### src/rtl/core/lcpid_pkg.sv
// Shared types, constants and the microcode ROM of the load current regulator.
`default_nettype none

package lcpid_pkg;

    // Default build parameters
    localparam int ADC_BITS_DEF    = 12;
    localparam int INTEG_WIDTH_DEF = 24;

    // Output level saturation, Q2.14 volts (3.3 V)
    localparam int LEVEL_MAX = 54067;

    // ADC scaling: amps = ((code + 1) * 270336 + 5 * full) / (10 * full)
    // 270336 = 2^18 + 2^13, so the scale is two shifts and an add
    localparam int AMPS_W      = 15;   // quotient width, amps stay below 2^15
    localparam int SCALE_SH_HI = 18;
    localparam int SCALE_SH_LO = 13;

    // Setpoint to Q3.13: floor((sp * 8192 + 50) / 100) via reciprocal
    localparam int               SP_X_W     = 21;
    localparam int               SP_FRAC    = 13;
    localparam logic [SP_X_W-1:0] SP_HALF   = 21'd50;
    localparam int               SP_RECIP_W = 22;
    localparam logic [SP_RECIP_W-1:0] SP_RECIP = 22'd2684355;  // ceil(2^28 / 100)
    localparam int               SP_SHIFT   = 28;

    // Q.29 to Q2.14 rounding, half up
    localparam int ROUND_SH   = 15;
    localparam int ROUND_HALF = 16384;

    // Integral dropout threshold, -2 A in Q3.13
    localparam int DROPOUT_LIMIT = -16384;

    // Register reset values
    localparam logic [15:0] GAIN_PROP_RST    = 16'd3277;
    localparam logic [15:0] GAIN_INTEG_RST   = 16'd164;
    localparam logic [15:0] GAIN_DERIV_RST   = 16'd328;
    localparam logic [15:0] OVER_LIMIT_RST   = 16'd9830;
    localparam logic [15:0] SAFE_LEVEL_RST   = 16'd3768;
    localparam logic [9:0]  RAMP_STEP_RST    = 10'd33;
    localparam logic [15:0] RAMP_CEILING_RST = 16'd16384;
    localparam logic [7:0]  SETPOINT_MAX_RST = 8'd150;

    // Configuration register indexes
    typedef enum logic [2:0] {
        CFG_GAIN_PROP,
        CFG_GAIN_INTEG,
        CFG_GAIN_DERIV,
        CFG_OVER_LIMIT,
        CFG_SAFE_LEVEL,
        CFG_RAMP_STEP,
        CFG_RAMP_CEILING,
        CFG_SETPOINT_MAX
    } t_cfg_idx;

    // Micro-operations driving the datapath
    typedef enum logic [3:0] {
        UOP_DIV,     // reciprocal estimate of the ADC scaling quotient
        UOP_DIVFIX,  // pull the estimate down by one where it overshoots
        UOP_SPMUL,   // setpoint times reciprocal
        UOP_EVAL,    // overcurrent, ramp, error and integral
        UOP_MUL_P,   // error times proportional gain
        UOP_MUL_I,   // integral times integral gain
        UOP_MUL_D,   // error difference times derivative gain
        UOP_ACC,     // last accumulate
        UOP_FIN,     // new level, rounding, clamp, dropout
        UOP_OUT      // hand result to output register
    } t_uop;

    // Jump conditions; taken goes to target, otherwise pc + 1
    typedef enum logic [1:0] {
        JMP_NONE,
        JMP_NOPID,   // this pass runs no PID update
        JMP_WAIT     // output register still full
    } t_jmp;

    localparam int PC_W = 4;
    typedef logic [PC_W-1:0] t_upc;

    localparam t_upc PC_DIV    = 4'd0;
    localparam t_upc PC_DIVFIX = 4'd1;
    localparam t_upc PC_SPMUL  = 4'd2;
    localparam t_upc PC_EVAL   = 4'd3;
    localparam t_upc PC_MUL_P  = 4'd4;
    localparam t_upc PC_MUL_I  = 4'd5;
    localparam t_upc PC_MUL_D  = 4'd6;
    localparam t_upc PC_ACC    = 4'd7;
    localparam t_upc PC_FIN    = 4'd8;
    localparam t_upc PC_OUT    = 4'd9;

    typedef struct packed {
        t_uop op;
        t_jmp jmp;
        t_upc target;
    } t_uword;

    // Microcode ROM
    function automatic t_uword ucode(input t_upc pc);
        t_uword w;
        case (pc)
            PC_DIV:    w = '{op: UOP_DIV,    jmp: JMP_NONE,  target: PC_DIVFIX};
            PC_DIVFIX: w = '{op: UOP_DIVFIX, jmp: JMP_NONE,  target: PC_SPMUL};
            PC_SPMUL:  w = '{op: UOP_SPMUL,  jmp: JMP_NONE,  target: PC_EVAL};
            PC_EVAL:   w = '{op: UOP_EVAL,   jmp: JMP_NOPID, target: PC_OUT};
            PC_MUL_P:  w = '{op: UOP_MUL_P,  jmp: JMP_NONE,  target: PC_MUL_I};
            PC_MUL_I:  w = '{op: UOP_MUL_I,  jmp: JMP_NONE,  target: PC_MUL_D};
            PC_MUL_D:  w = '{op: UOP_MUL_D,  jmp: JMP_NONE,  target: PC_ACC};
            PC_ACC:    w = '{op: UOP_ACC,    jmp: JMP_NONE,  target: PC_FIN};
            PC_FIN:    w = '{op: UOP_FIN,    jmp: JMP_NONE,  target: PC_OUT};
            PC_OUT:    w = '{op: UOP_OUT,    jmp: JMP_WAIT,  target: PC_OUT};
            default:   w = '{op: UOP_OUT,    jmp: JMP_WAIT,  target: PC_OUT};
        endcase
        return w;
    endfunction

endpackage

`default_nettype wire

### src/rtl/core/load_current_pid_regulator_core.sv
// Top level of the load current regulator: microcoded sequencer and datapath.
`default_nettype none

// Load current PID regulator. Each input item is one pass of the control loop:
// a raw ADC current sample, the plus and minus setpoint buttons and the 100 ms
// tick; each item gives exactly one result item (drive level, setpoint,
// regulating flag, overcurrent flag). The ADC sample is scaled to Q3.13 amps by
// a reciprocal multiplication and a one-step correction, the setpoint is
// scaled by one pass of the shared multiplier, and a PID update uses the same
// multiplier three more times. A pass without PID update skips from the
// evaluate step to the output step; a pass with PID update also runs the
// multiply, accumulate and final steps. One item is in work at a time. The
// output register holds a finished result while the next item is accepted;
// only if that result is still untaken when the next one finishes does the
// sequencer wait. Configuration writes are always ready and are to be made
// only while the block is idle.
module load_current_pid_regulator_core #(
    parameter int ADC_BITS    = lcpid_pkg::ADC_BITS_DEF,
    parameter int INTEG_WIDTH = lcpid_pkg::INTEG_WIDTH_DEF
) (
    input  wire logic                i_clk,
    input  wire logic                i_rst_n,
    // configuration write channel
    input  wire logic                i_cfg_valid,
    output logic                     o_cfg_ready,
    input  wire logic [2:0]          i_cfg_index,
    input  wire logic [15:0]         i_cfg_data,
    // input item channel
    input  wire logic                i_in_valid,
    output logic                     o_in_ready,
    input  wire logic [ADC_BITS-1:0] i_current_code,
    input  wire logic                i_plus_press,
    input  wire logic                i_minus_press,
    input  wire logic                i_tick,
    // result item channel
    output logic                     o_out_valid,
    input  wire logic                i_out_ready,
    output logic [15:0]              o_drive_level,
    output logic [7:0]               o_setpoint_now,
    output logic                     o_regulating,
    output logic                     o_overcurrent
);

    // ---------------------------------------------------------------------
    // Derived widths
    // ---------------------------------------------------------------------
    localparam int AMPS_W  = lcpid_pkg::AMPS_W;
    localparam int ERR_W   = AMPS_W + 1;
    localparam int DIFF_W  = ERR_W + 1;
    localparam int DIV_W   = ADC_BITS + 4;             // holds 10 * full
    localparam int NUM_W   = ADC_BITS + 19;            // scaled dividend
    localparam int MUL_A_W = (INTEG_WIDTH > lcpid_pkg::SP_X_W) ?
                             INTEG_WIDTH : lcpid_pkg::SP_X_W + 1;
    localparam int MUL_B_W = lcpid_pkg::SP_RECIP_W;
    localparam int PROD_W  = MUL_A_W + MUL_B_W + 1;
    localparam int ACC_W   = INTEG_WIDTH + 19;
    localparam int LVL_W   = ACC_W + 1;

    // reciprocal of 10 * full, rounded up, scaled by 2^NUM_W: the estimate is
    // the true quotient or one above it
    localparam longint DIVISOR_L = 10 * ((longint'(1) << ADC_BITS) - 1);
    localparam longint RECIP_L   = ((longint'(1) << NUM_W) + DIVISOR_L - 1) / DIVISOR_L;
    localparam int     RECIP_W   = $clog2(RECIP_L + 1);
    localparam int     RCP_W     = NUM_W + RECIP_W;

    localparam logic [DIV_W-1:0]   DIVISOR  = DIV_W'(DIVISOR_L);
    localparam logic [RECIP_W-1:0] RECIP    = RECIP_W'(RECIP_L);
    localparam logic [NUM_W-1:0]   NUM_BIAS = NUM_W'(5 * ((1 << ADC_BITS) - 1));
    localparam logic [15:0]        LVL_MAX  = 16'(lcpid_pkg::LEVEL_MAX);
    localparam logic signed [INTEG_WIDTH-1:0] DROP_LIM =
        INTEG_WIDTH'(lcpid_pkg::DROPOUT_LIMIT);

    // ---------------------------------------------------------------------
    // Registers
    // ---------------------------------------------------------------------
    // configuration
    logic [15:0] r_gain_prop, r_gain_integ, r_gain_deriv, r_over_limit;
    logic [15:0] r_safe_level, r_ramp_ceiling;
    logic [9:0]  r_ramp_step;
    logic [7:0]  r_setpoint_max;

    // loop state
    logic [15:0]                    r_level;
    logic [7:0]                     r_setpoint;
    logic                           r_active;
    logic signed [INTEG_WIDTH-1:0]  r_integ;
    logic signed [ERR_W-1:0]        r_last_err;
    logic                           r_pending;

    // sequencer
    logic                    r_busy;
    lcpid_pkg::t_upc         r_pc;
    logic                    r_out_valid;

    // datapath scratch
    logic [NUM_W-1:0]           r_num;
    logic [AMPS_W-1:0]          r_quo;
    logic signed [PROD_W-1:0]   r_prod;
    logic signed [ACC_W-1:0]    r_acc;
    logic signed [ERR_W-1:0]    r_prev;
    logic                       r_over;
    logic [15:0]                r_out_level;
    logic [7:0]                 r_out_setpoint;
    logic                       r_out_active;
    logic                       r_out_over;

    // ---------------------------------------------------------------------
    // Microcode fetch
    // ---------------------------------------------------------------------
    lcpid_pkg::t_uword uw;

    assign uw = lcpid_pkg::ucode(r_pc);

    // ---------------------------------------------------------------------
    // Handshakes
    // ---------------------------------------------------------------------
    logic in_acc, out_busy, out_load;

    assign o_cfg_ready = 1'b1;
    assign o_in_ready  = !r_busy;
    assign in_acc      = i_in_valid && !r_busy;
    assign out_busy    = r_out_valid && !i_out_ready;
    assign out_load    = r_busy && (uw.op == lcpid_pkg::UOP_OUT) && !out_busy;

    assign o_out_valid    = r_out_valid;
    assign o_drive_level  = r_out_level;
    assign o_setpoint_now = r_out_setpoint;
    assign o_regulating   = r_out_active;
    assign o_overcurrent  = r_out_over;

    // ---------------------------------------------------------------------
    // Item intake: setpoint buttons (plus first) and scaled dividend
    // ---------------------------------------------------------------------
    logic [7:0]        sp_plus, sp_next;
    logic [ADC_BITS:0] code_inc;
    logic [NUM_W-1:0]  num;

    always_comb begin
        sp_plus = r_setpoint;
        if (i_plus_press && (r_setpoint <= r_setpoint_max) && (r_setpoint != 8'hFF)) begin
            sp_plus = r_setpoint + 8'd1;
        end
        sp_next = sp_plus;
        if (i_minus_press && (sp_plus > 8'd1)) begin
            sp_next = sp_plus - 8'd1;
        end
    end

    // (code + 1) * 270336 + 5 * full
    assign code_inc = {1'b0, i_current_code} + (ADC_BITS+1)'(1);
    assign num = (NUM_W'(code_inc) << lcpid_pkg::SCALE_SH_HI)
               + (NUM_W'(code_inc) << lcpid_pkg::SCALE_SH_LO)
               + NUM_BIAS;

    // ---------------------------------------------------------------------
    // Divide by 10 * full: reciprocal estimate, then one correction
    // ---------------------------------------------------------------------
    logic [RCP_W-1:0]  rcp_prod;
    logic [AMPS_W-1:0] quo_est;
    logic [NUM_W-1:0]  fix_prod;
    logic [AMPS_W-1:0] quo_fix;

    assign rcp_prod = RCP_W'(r_num) * RCP_W'(RECIP);
    assign quo_est  = rcp_prod[NUM_W +: AMPS_W];
    assign fix_prod = NUM_W'(r_quo) * NUM_W'(DIVISOR);
    assign quo_fix  = (fix_prod > r_num) ? r_quo - AMPS_W'(1) : r_quo;

    // ---------------------------------------------------------------------
    // Shared multiplier
    // ---------------------------------------------------------------------
    lcpid_pkg::t_upc   pc_next;
    logic              taken;
    logic              pid_go;

    logic [lcpid_pkg::SP_X_W-1:0] sp_x;
    logic signed [DIFF_W-1:0]     err_diff;
    logic signed [MUL_A_W-1:0]    mul_a;
    logic [MUL_B_W-1:0]           mul_b;
    logic signed [PROD_W-1:0]     mul_p;

    assign sp_x = ({{(lcpid_pkg::SP_X_W-8){1'b0}}, r_setpoint} << lcpid_pkg::SP_FRAC)
                + lcpid_pkg::SP_HALF;
    assign err_diff = DIFF_W'(r_prev) - DIFF_W'(r_last_err);

    always_comb begin
        case (uw.op)
            lcpid_pkg::UOP_SPMUL: begin
                mul_a = MUL_A_W'($signed({1'b0, sp_x}));
                mul_b = lcpid_pkg::SP_RECIP;
            end
            lcpid_pkg::UOP_MUL_P: begin
                mul_a = MUL_A_W'(r_last_err);
                mul_b = MUL_B_W'(r_gain_prop);
            end
            lcpid_pkg::UOP_MUL_I: begin
                mul_a = MUL_A_W'(r_integ);
                mul_b = MUL_B_W'(r_gain_integ);
            end
            lcpid_pkg::UOP_MUL_D: begin
                mul_a = MUL_A_W'(err_diff);
                mul_b = MUL_B_W'(r_gain_deriv);
            end
            default: begin
                mul_a = '0;
                mul_b = '0;
            end
        endcase
    end

    assign mul_p = mul_a * $signed({1'b0, mul_b});

    // ---------------------------------------------------------------------
    // Evaluate step: overcurrent, ramp, error and integral
    // ---------------------------------------------------------------------
    logic [AMPS_W-1:0]             amps, sp_q13;
    logic                          over;
    logic [15:0]                   safe_clamp, ramp_clamp;
    logic [16:0]                   ramp_sum;
    logic signed [ERR_W-1:0]       eval_err;
    logic signed [INTEG_WIDTH:0]   integ_sum;
    logic signed [INTEG_WIDTH-1:0] integ_sat;

    assign amps   = r_quo;
    assign sp_q13 = r_prod[lcpid_pkg::SP_SHIFT +: AMPS_W];
    assign over   = {1'b0, amps} > r_over_limit;
    assign pid_go = !over && r_pending && r_active;

    assign safe_clamp = (r_safe_level > LVL_MAX) ? LVL_MAX : r_safe_level;
    assign ramp_sum   = {1'b0, r_level} + 17'(r_ramp_step);
    assign ramp_clamp = (ramp_sum > {1'b0, LVL_MAX}) ? LVL_MAX : ramp_sum[15:0];

    assign eval_err  = $signed({1'b0, amps}) - $signed({1'b0, sp_q13});
    assign integ_sum = (INTEG_WIDTH+1)'(r_integ) + (INTEG_WIDTH+1)'(eval_err);

    // saturate to the signed integral range
    always_comb begin
        if (integ_sum[INTEG_WIDTH] != integ_sum[INTEG_WIDTH-1]) begin
            integ_sat = integ_sum[INTEG_WIDTH] ? {1'b1, {(INTEG_WIDTH-1){1'b0}}}
                                               : {1'b0, {(INTEG_WIDTH-1){1'b1}}};
        end else begin
            integ_sat = integ_sum[INTEG_WIDTH-1:0];
        end
    end

    // ---------------------------------------------------------------------
    // Final step: level * 2^15 - sum, round half up to Q2.14, clamp
    // ---------------------------------------------------------------------
    logic signed [LVL_W-1:0] fin_y, fin_sh;
    logic [15:0]             fin_level;

    assign fin_y = $signed(LVL_W'({r_level, {lcpid_pkg::ROUND_SH{1'b0}}}))
                 + LVL_W'(lcpid_pkg::ROUND_HALF) - LVL_W'(r_acc);
    assign fin_sh = fin_y >>> lcpid_pkg::ROUND_SH;

    always_comb begin
        if (fin_sh[LVL_W-1]) begin
            fin_level = '0;
        end else if (fin_sh > $signed(LVL_W'(lcpid_pkg::LEVEL_MAX))) begin
            fin_level = LVL_MAX;
        end else begin
            fin_level = fin_sh[15:0];
        end
    end

    // ---------------------------------------------------------------------
    // Next micro-address
    // ---------------------------------------------------------------------
    always_comb begin
        case (uw.jmp)
            lcpid_pkg::JMP_NOPID: taken = !pid_go;
            lcpid_pkg::JMP_WAIT:  taken = out_busy;
            default:              taken = 1'b0;
        endcase
        pc_next = taken ? uw.target : r_pc + lcpid_pkg::PC_W'(1);
    end

    // ---------------------------------------------------------------------
    // Control, configuration and loop state
    // ---------------------------------------------------------------------
    always_ff @(posedge i_clk) begin
        if (!i_rst_n) begin
            r_gain_prop    <= lcpid_pkg::GAIN_PROP_RST;
            r_gain_integ   <= lcpid_pkg::GAIN_INTEG_RST;
            r_gain_deriv   <= lcpid_pkg::GAIN_DERIV_RST;
            r_over_limit   <= lcpid_pkg::OVER_LIMIT_RST;
            r_safe_level   <= lcpid_pkg::SAFE_LEVEL_RST;
            r_ramp_step    <= lcpid_pkg::RAMP_STEP_RST;
            r_ramp_ceiling <= lcpid_pkg::RAMP_CEILING_RST;
            r_setpoint_max <= lcpid_pkg::SETPOINT_MAX_RST;
            r_level        <= lcpid_pkg::SAFE_LEVEL_RST;
            r_setpoint     <= '0;
            r_active       <= 1'b0;
            r_integ        <= '0;
            r_last_err     <= '0;
            r_pending      <= 1'b0;
            r_busy         <= 1'b0;
            r_pc           <= lcpid_pkg::PC_DIV;
            r_out_valid    <= 1'b0;
        end else begin
            if (i_cfg_valid) begin
                case (lcpid_pkg::t_cfg_idx'(i_cfg_index))
                    lcpid_pkg::CFG_GAIN_PROP:    r_gain_prop    <= i_cfg_data;
                    lcpid_pkg::CFG_GAIN_INTEG:   r_gain_integ   <= i_cfg_data;
                    lcpid_pkg::CFG_GAIN_DERIV:   r_gain_deriv   <= i_cfg_data;
                    lcpid_pkg::CFG_OVER_LIMIT:   r_over_limit   <= i_cfg_data;
                    lcpid_pkg::CFG_SAFE_LEVEL:   r_safe_level   <= i_cfg_data;
                    lcpid_pkg::CFG_RAMP_STEP:    r_ramp_step    <= i_cfg_data[9:0];
                    lcpid_pkg::CFG_RAMP_CEILING: r_ramp_ceiling <= i_cfg_data;
                    lcpid_pkg::CFG_SETPOINT_MAX: r_setpoint_max <= i_cfg_data[7:0];
                    default: ;
                endcase
            end

            // a new result may replace one taken in the same cycle
            if (out_load) begin
                r_out_valid <= 1'b1;
            end else if (r_out_valid && i_out_ready) begin
                r_out_valid <= 1'b0;
            end

            if (in_acc) begin
                r_busy     <= 1'b1;
                r_pc       <= lcpid_pkg::PC_DIV;
                r_setpoint <= sp_next;
                if (i_tick) begin
                    r_pending <= 1'b1;
                end
            end else if (r_busy) begin
                r_pc <= pc_next;
                case (uw.op)
                    lcpid_pkg::UOP_EVAL: begin
                        if (over) begin
                            // tick stays pending
                            r_level <= safe_clamp;
                        end else if (r_pending) begin
                            r_pending <= 1'b0;
                            if (r_active) begin
                                r_last_err <= eval_err;
                                r_integ    <= integ_sat;
                            end else begin
                                if (amps > sp_q13) begin
                                    r_active <= 1'b1;
                                end
                                r_integ <= '0;
                                if (r_level < r_ramp_ceiling) begin
                                    r_level <= ramp_clamp;
                                end
                            end
                        end
                    end
                    lcpid_pkg::UOP_FIN: begin
                        r_level <= fin_level;
                        if (r_integ < DROP_LIM) begin
                            r_active <= 1'b0;
                            r_integ  <= '0;
                        end
                    end
                    lcpid_pkg::UOP_OUT: begin
                        if (!out_busy) begin
                            r_busy <= 1'b0;
                        end
                    end
                    default: ;
                endcase
            end
        end
    end

    // ---------------------------------------------------------------------
    // Datapath registers (no reset)
    // ---------------------------------------------------------------------
    always_ff @(posedge i_clk) begin
        if (in_acc) begin
            r_num <= num;
        end else if (r_busy) begin
            case (uw.op)
                lcpid_pkg::UOP_DIV: begin
                    r_quo <= quo_est;
                end
                lcpid_pkg::UOP_DIVFIX: begin
                    r_quo <= quo_fix;
                end
                lcpid_pkg::UOP_SPMUL: begin
                    r_prod <= mul_p;
                end
                lcpid_pkg::UOP_EVAL: begin
                    r_over <= over;
                    r_prev <= r_last_err;
                end
                lcpid_pkg::UOP_MUL_P: begin
                    r_prod <= mul_p;
                end
                lcpid_pkg::UOP_MUL_I: begin
                    r_prod <= mul_p;
                    r_acc  <= ACC_W'(r_prod);
                end
                lcpid_pkg::UOP_MUL_D: begin
                    r_prod <= mul_p;
                    r_acc  <= r_acc + ACC_W'(r_prod);
                end
                lcpid_pkg::UOP_ACC: begin
                    r_acc <= r_acc + ACC_W'(r_prod);
                end
                lcpid_pkg::UOP_OUT: begin
                    if (!out_busy) begin
                        r_out_level    <= r_level;
                        r_out_setpoint <= r_setpoint;
                        r_out_active   <= r_active;
                        r_out_over     <= r_over;
                    end
                end
                default: ;
            endcase
        end
    end

`ifndef SYNTHESIS
    a_pc_in_program: assert property (@(posedge i_clk) disable iff (!i_rst_n)
        r_busy |-> (r_pc <= lcpid_pkg::PC_OUT))
        else $error("micro-address beyond program");

    a_out_hold: assert property (@(posedge i_clk) disable iff (!i_rst_n)
        (o_out_valid && !i_out_ready) |=> (o_out_valid &&
            $stable({o_drive_level, o_setpoint_now, o_regulating, o_overcurrent})))
        else $error("waiting result item changed or dropped");

    a_accept_starts: assert property (@(posedge i_clk) disable iff (!i_rst_n)
        (i_in_valid && o_in_ready) |=> (r_busy && r_pc == lcpid_pkg::PC_DIV))
        else $error("accepted item did not start the program");

    a_integ_idle: assert property (@(posedge i_clk) disable iff (!i_rst_n)
        !r_active |-> (r_integ == '0))
        else $error("integral non-zero outside PID mode");

    a_level_range: assert property (@(posedge i_clk) disable iff (!i_rst_n)
        o_out_valid |-> (o_drive_level <= LVL_MAX))
        else $error("drive level above saturation");
`endif

endmodule

`default_nettype wire

### config.mk
export PLATFORM = sky130hd
export DESIGN_NAME = load_current_pid_regulator_core
export DESIGN_NICKNAME = d
export VERILOG_FILES = /design/src/rtl/core/lcpid_pkg.sv /design/src/rtl/core/load_current_pid_regulator_core.sv
export SDC_FILE = /design/constraint.sdc
export NUM_CORES = 2
export LEC_CHECK = 0
export BUFFER_PORTS_ARGS = -buffer_cell sky130_fd_sc_hd__buf_4
export CORE_ASPECT_RATIO = 0.8
export CORE_UTILIZATION = 40
export DETAILED_ROUTE_END_ITERATION = 6
export PLACE_DENSITY_LB_ADDON = 0.05
export SYNTH_ARGS = -nofsm -noshare
export SYNTH_HDL_FRONTEND = slang
export SYNTH_SLANG_ARGS = --single-unit
### constraint.sdc
create_clock -name i_clk -period 20.9 [get_ports i_clk]
set_input_delay 1.045 -clock i_clk [delete_from_list [all_inputs] [get_ports i_clk]]
set_output_delay 1.045 -clock i_clk [all_outputs]
set_load 0.02 [all_outputs]
==> out/qor.txt <==
Hold Violations, Final - 0
Placer Congestion - 0.885
Max stage delay on crit path - 0.97 ns
worst path arrival time - 10.72 ns
status - finished clean
Top FF cell, synth - dfxtp_1
DRT iter0 DRCs - 2432
critical path required time - 21.24 ns
global route total overflow - 0
Final min period - 10.37 ns
Via Count - 37.2k
met1 wire length - 75900 um
Mapped Cells - 5496
CTS Buf Count - 44
Detail Placement HPWL - 121000 um
Die Wd - 394 um
fillers - 12.0k
Seq cells post-synth - 358
hold-fix buffers at CTS - 0
initial antenna violation count - 3
Synth warnings - 0
Setup-failing EPs final - 0
worst skew pair latency - 0.61 ns
starting density of the core - 40.5%
area occupied by registers - 8790 sq um
distinct cell type count after synthesis - 106
clock root cell - clkbuf_16
TritonCTS clock tree - done
first-pass GRT wire length - 230000 um
hold crit path type - reg -> reg
sequential-to-total area share from yosys stat - 17.8%
largest net degree at the start of global routing - 143
Max Clock Skew - 0.0317 ns
design area - 53100 sq um
Hold Crit Depth - 0
Max Clk Rate - 96.4 MHz
drt first pass iters - 5
Max Used Layer - met4
Detail Route Antenna Nets - 0
wire length on met3 - 7110 um
# DRC - 0
placed instance area - 51700 sq um
Max-Cap Viols - 0
headroom to the max-slew limit - 17.5%
critical path launch point type - flip-flop
Routed WL - 147000 um
DR vias/cell - 5.18
Mapped Area - 49300 sq um
H-tree depth - 2
post-cts gate resize count - 0
vias in the first global route - 37.5k
Worst path slowest cell - a211oi_1
CTS Buffer Depth - 3
CP max FO - 15
area of the multi-input gates - 36200 sq um
port bufs - 66
Top Ports - 68
critical path endpoint category - flip-flop
setup TNS - 0 ns
share of cells above drive strength 1 - 4.57%
crit share post-route - 49.6%
DIE HEIGHT - 316 um
die area - 125000 sq um
fin. max-slew vios - 0
Core Region - 122000 sq um
transition time of the tightest slew-check pin - 1.23 ns
CP dominant cell by count - fa_1
Setup Buffers After CTS - 0
nets - 6817
routed len/inst - 20.5 um
FP Rows - 114
final core utilization - 43.7%
EDFF count, synth - 162
Crit Path Class - reg -> reg
Area Overhead vs Synth - 7.85%
global-route usage over all layers - 24.1%
WHS - 0.459 ns
unrepaired setup endpoints after global routing - no
# clock sinks - 358
Syn Area/Cell - 8.96 sq um
Reg2Reg Depth - 34
wire length on met2 - 62400 um
clock slew at reported path FFs - 0.06 ns
share of flip-flops with an asynchronous set or reset - 0%
sequential cells by signal, indices dropped and copies added, names as in the netlist, 4 cells and up:
register,count
r_num,18
r_level,16
r_pc,4
r_gain_prop,16
r_prod,43
r_acc,43
r_setpoint_max,8
amps,15
uw,10
r_prev,16
r_last_err,16
r_gain_deriv,16
r_safe_level,16
r_setpoint,8
r_over_limit,16
r_ramp_ceiling,16
r_ramp_step,10
o_setpoint_now,8
r_integ,24
r_gain_integ,16
o_drive_level,16
path summary, 6_finish.rpt:
path,start,to,slack [ns]
setup / recovery,r_last_err[0]$_SDFFE_PN0P_,r_prod[36]$_DFFE_PP_,10.53
hold / removal,r_over$_DFFE_PP_,o_overcurrent$_DFFE_PP_,0.46
setup reg to reg,r_last_err[0]$_SDFFE_PN0P_,r_prod[36]$_DFFE_PP_,10.53
hold reg to reg,r_over$_DFFE_PP_,o_overcurrent$_DFFE_PP_,0.46
cell usage in the layout (no fill, tap or decap), drive strengths merged, types with 24 or more instances in the layout:
master	synthesis	final
o21a	60	60
and2	43	43
nand2	668	668
a21boi	106	106
o211ai	40	40
fa	642	642
and3	36	36
buf	14	109
inv	1024	1025
or3	24	24
edfxtp	162	162
nor3	64	64
dfxtp	196	196
clkbuf	138	63
xnor2	142	142
nor2b	40	40
o21ai	173	173
nand3	111	111
a21o	103	103
nand4	41	41
ha	616	616
nand2b	51	51
xor2	82	82
nor2	373	373
a211oi	37	37
a21oi	192	192
final cells by class:
type	instances	area share (%)
sequential	358	16.5
clock buffer	63	2.34
tap	1624	3.83
timing repair buffer	109	1.56
antenna	1	0.00471
clock inverter	19	0.398
multi-input combinational	3981	68.1
inverter	1026	7.25
routing by layer:
metal | track usage [%] | up-vias
met5 | 0 | -
li1 | - | 18000
met4 | 3.37 | 0
met3 | 2.75 | 109
met1 | 37.4 | 18300
met2 | 36.3 | 770
Yosys cell counts (103+ instances only):
cell | count | area (sq um)
inv_1 | 1024 | 3840
nand2_1 | 667 | 2500
fa_1 | 642 | 12900
ha_1 | 616 | 7710
nor2_1 | 373 | 1400
dfxtp_1 | 196 | 3920
a21oi_1 | 191 | 956
edfxtp_1 | 162 | 4860
o21ai_0 | 161 | 806
xnor2_1 | 142 | 1240
clkbuf_1 | 130 | 488
nand3_1 | 111 | 556
a21boi_0 | 105 | 788
a21o_1 | 103 | 773
metrics by stage:
step                setup WS [ns]  std cells
floorplan                   11.85       5517
global placement            10.69       7098
detailed placement          10.61       7098
CTS                         10.57       7180
global route                 9.87       7181
finish                      10.53       7181
worst max-delay path: cells and delay by family, from the launching register on:
family,cells,cell delay (ns)
fa+ha+maj,10,4.72
flops,1,0.34
compound gates,14,3.77
simple gates,5,0.98
xor+xnor,1,0.08
buf+inv,4,0.20
logic make-up after synthesis:
logic type,count (synthesis),share of synthesized area [%]
xor+xnor,224,3.98
buf+inv,1178,9.10
other cells,2,0.0152
simple gates,1512,13.8
compound gates,945,13.1
mux,19,0.406
flops,358,17.8
fa+ha+maj,1258,41.7
Power is not shown: default switching activity piles up to over one toggle a cycle in this logic, so the estimate is an artifact.
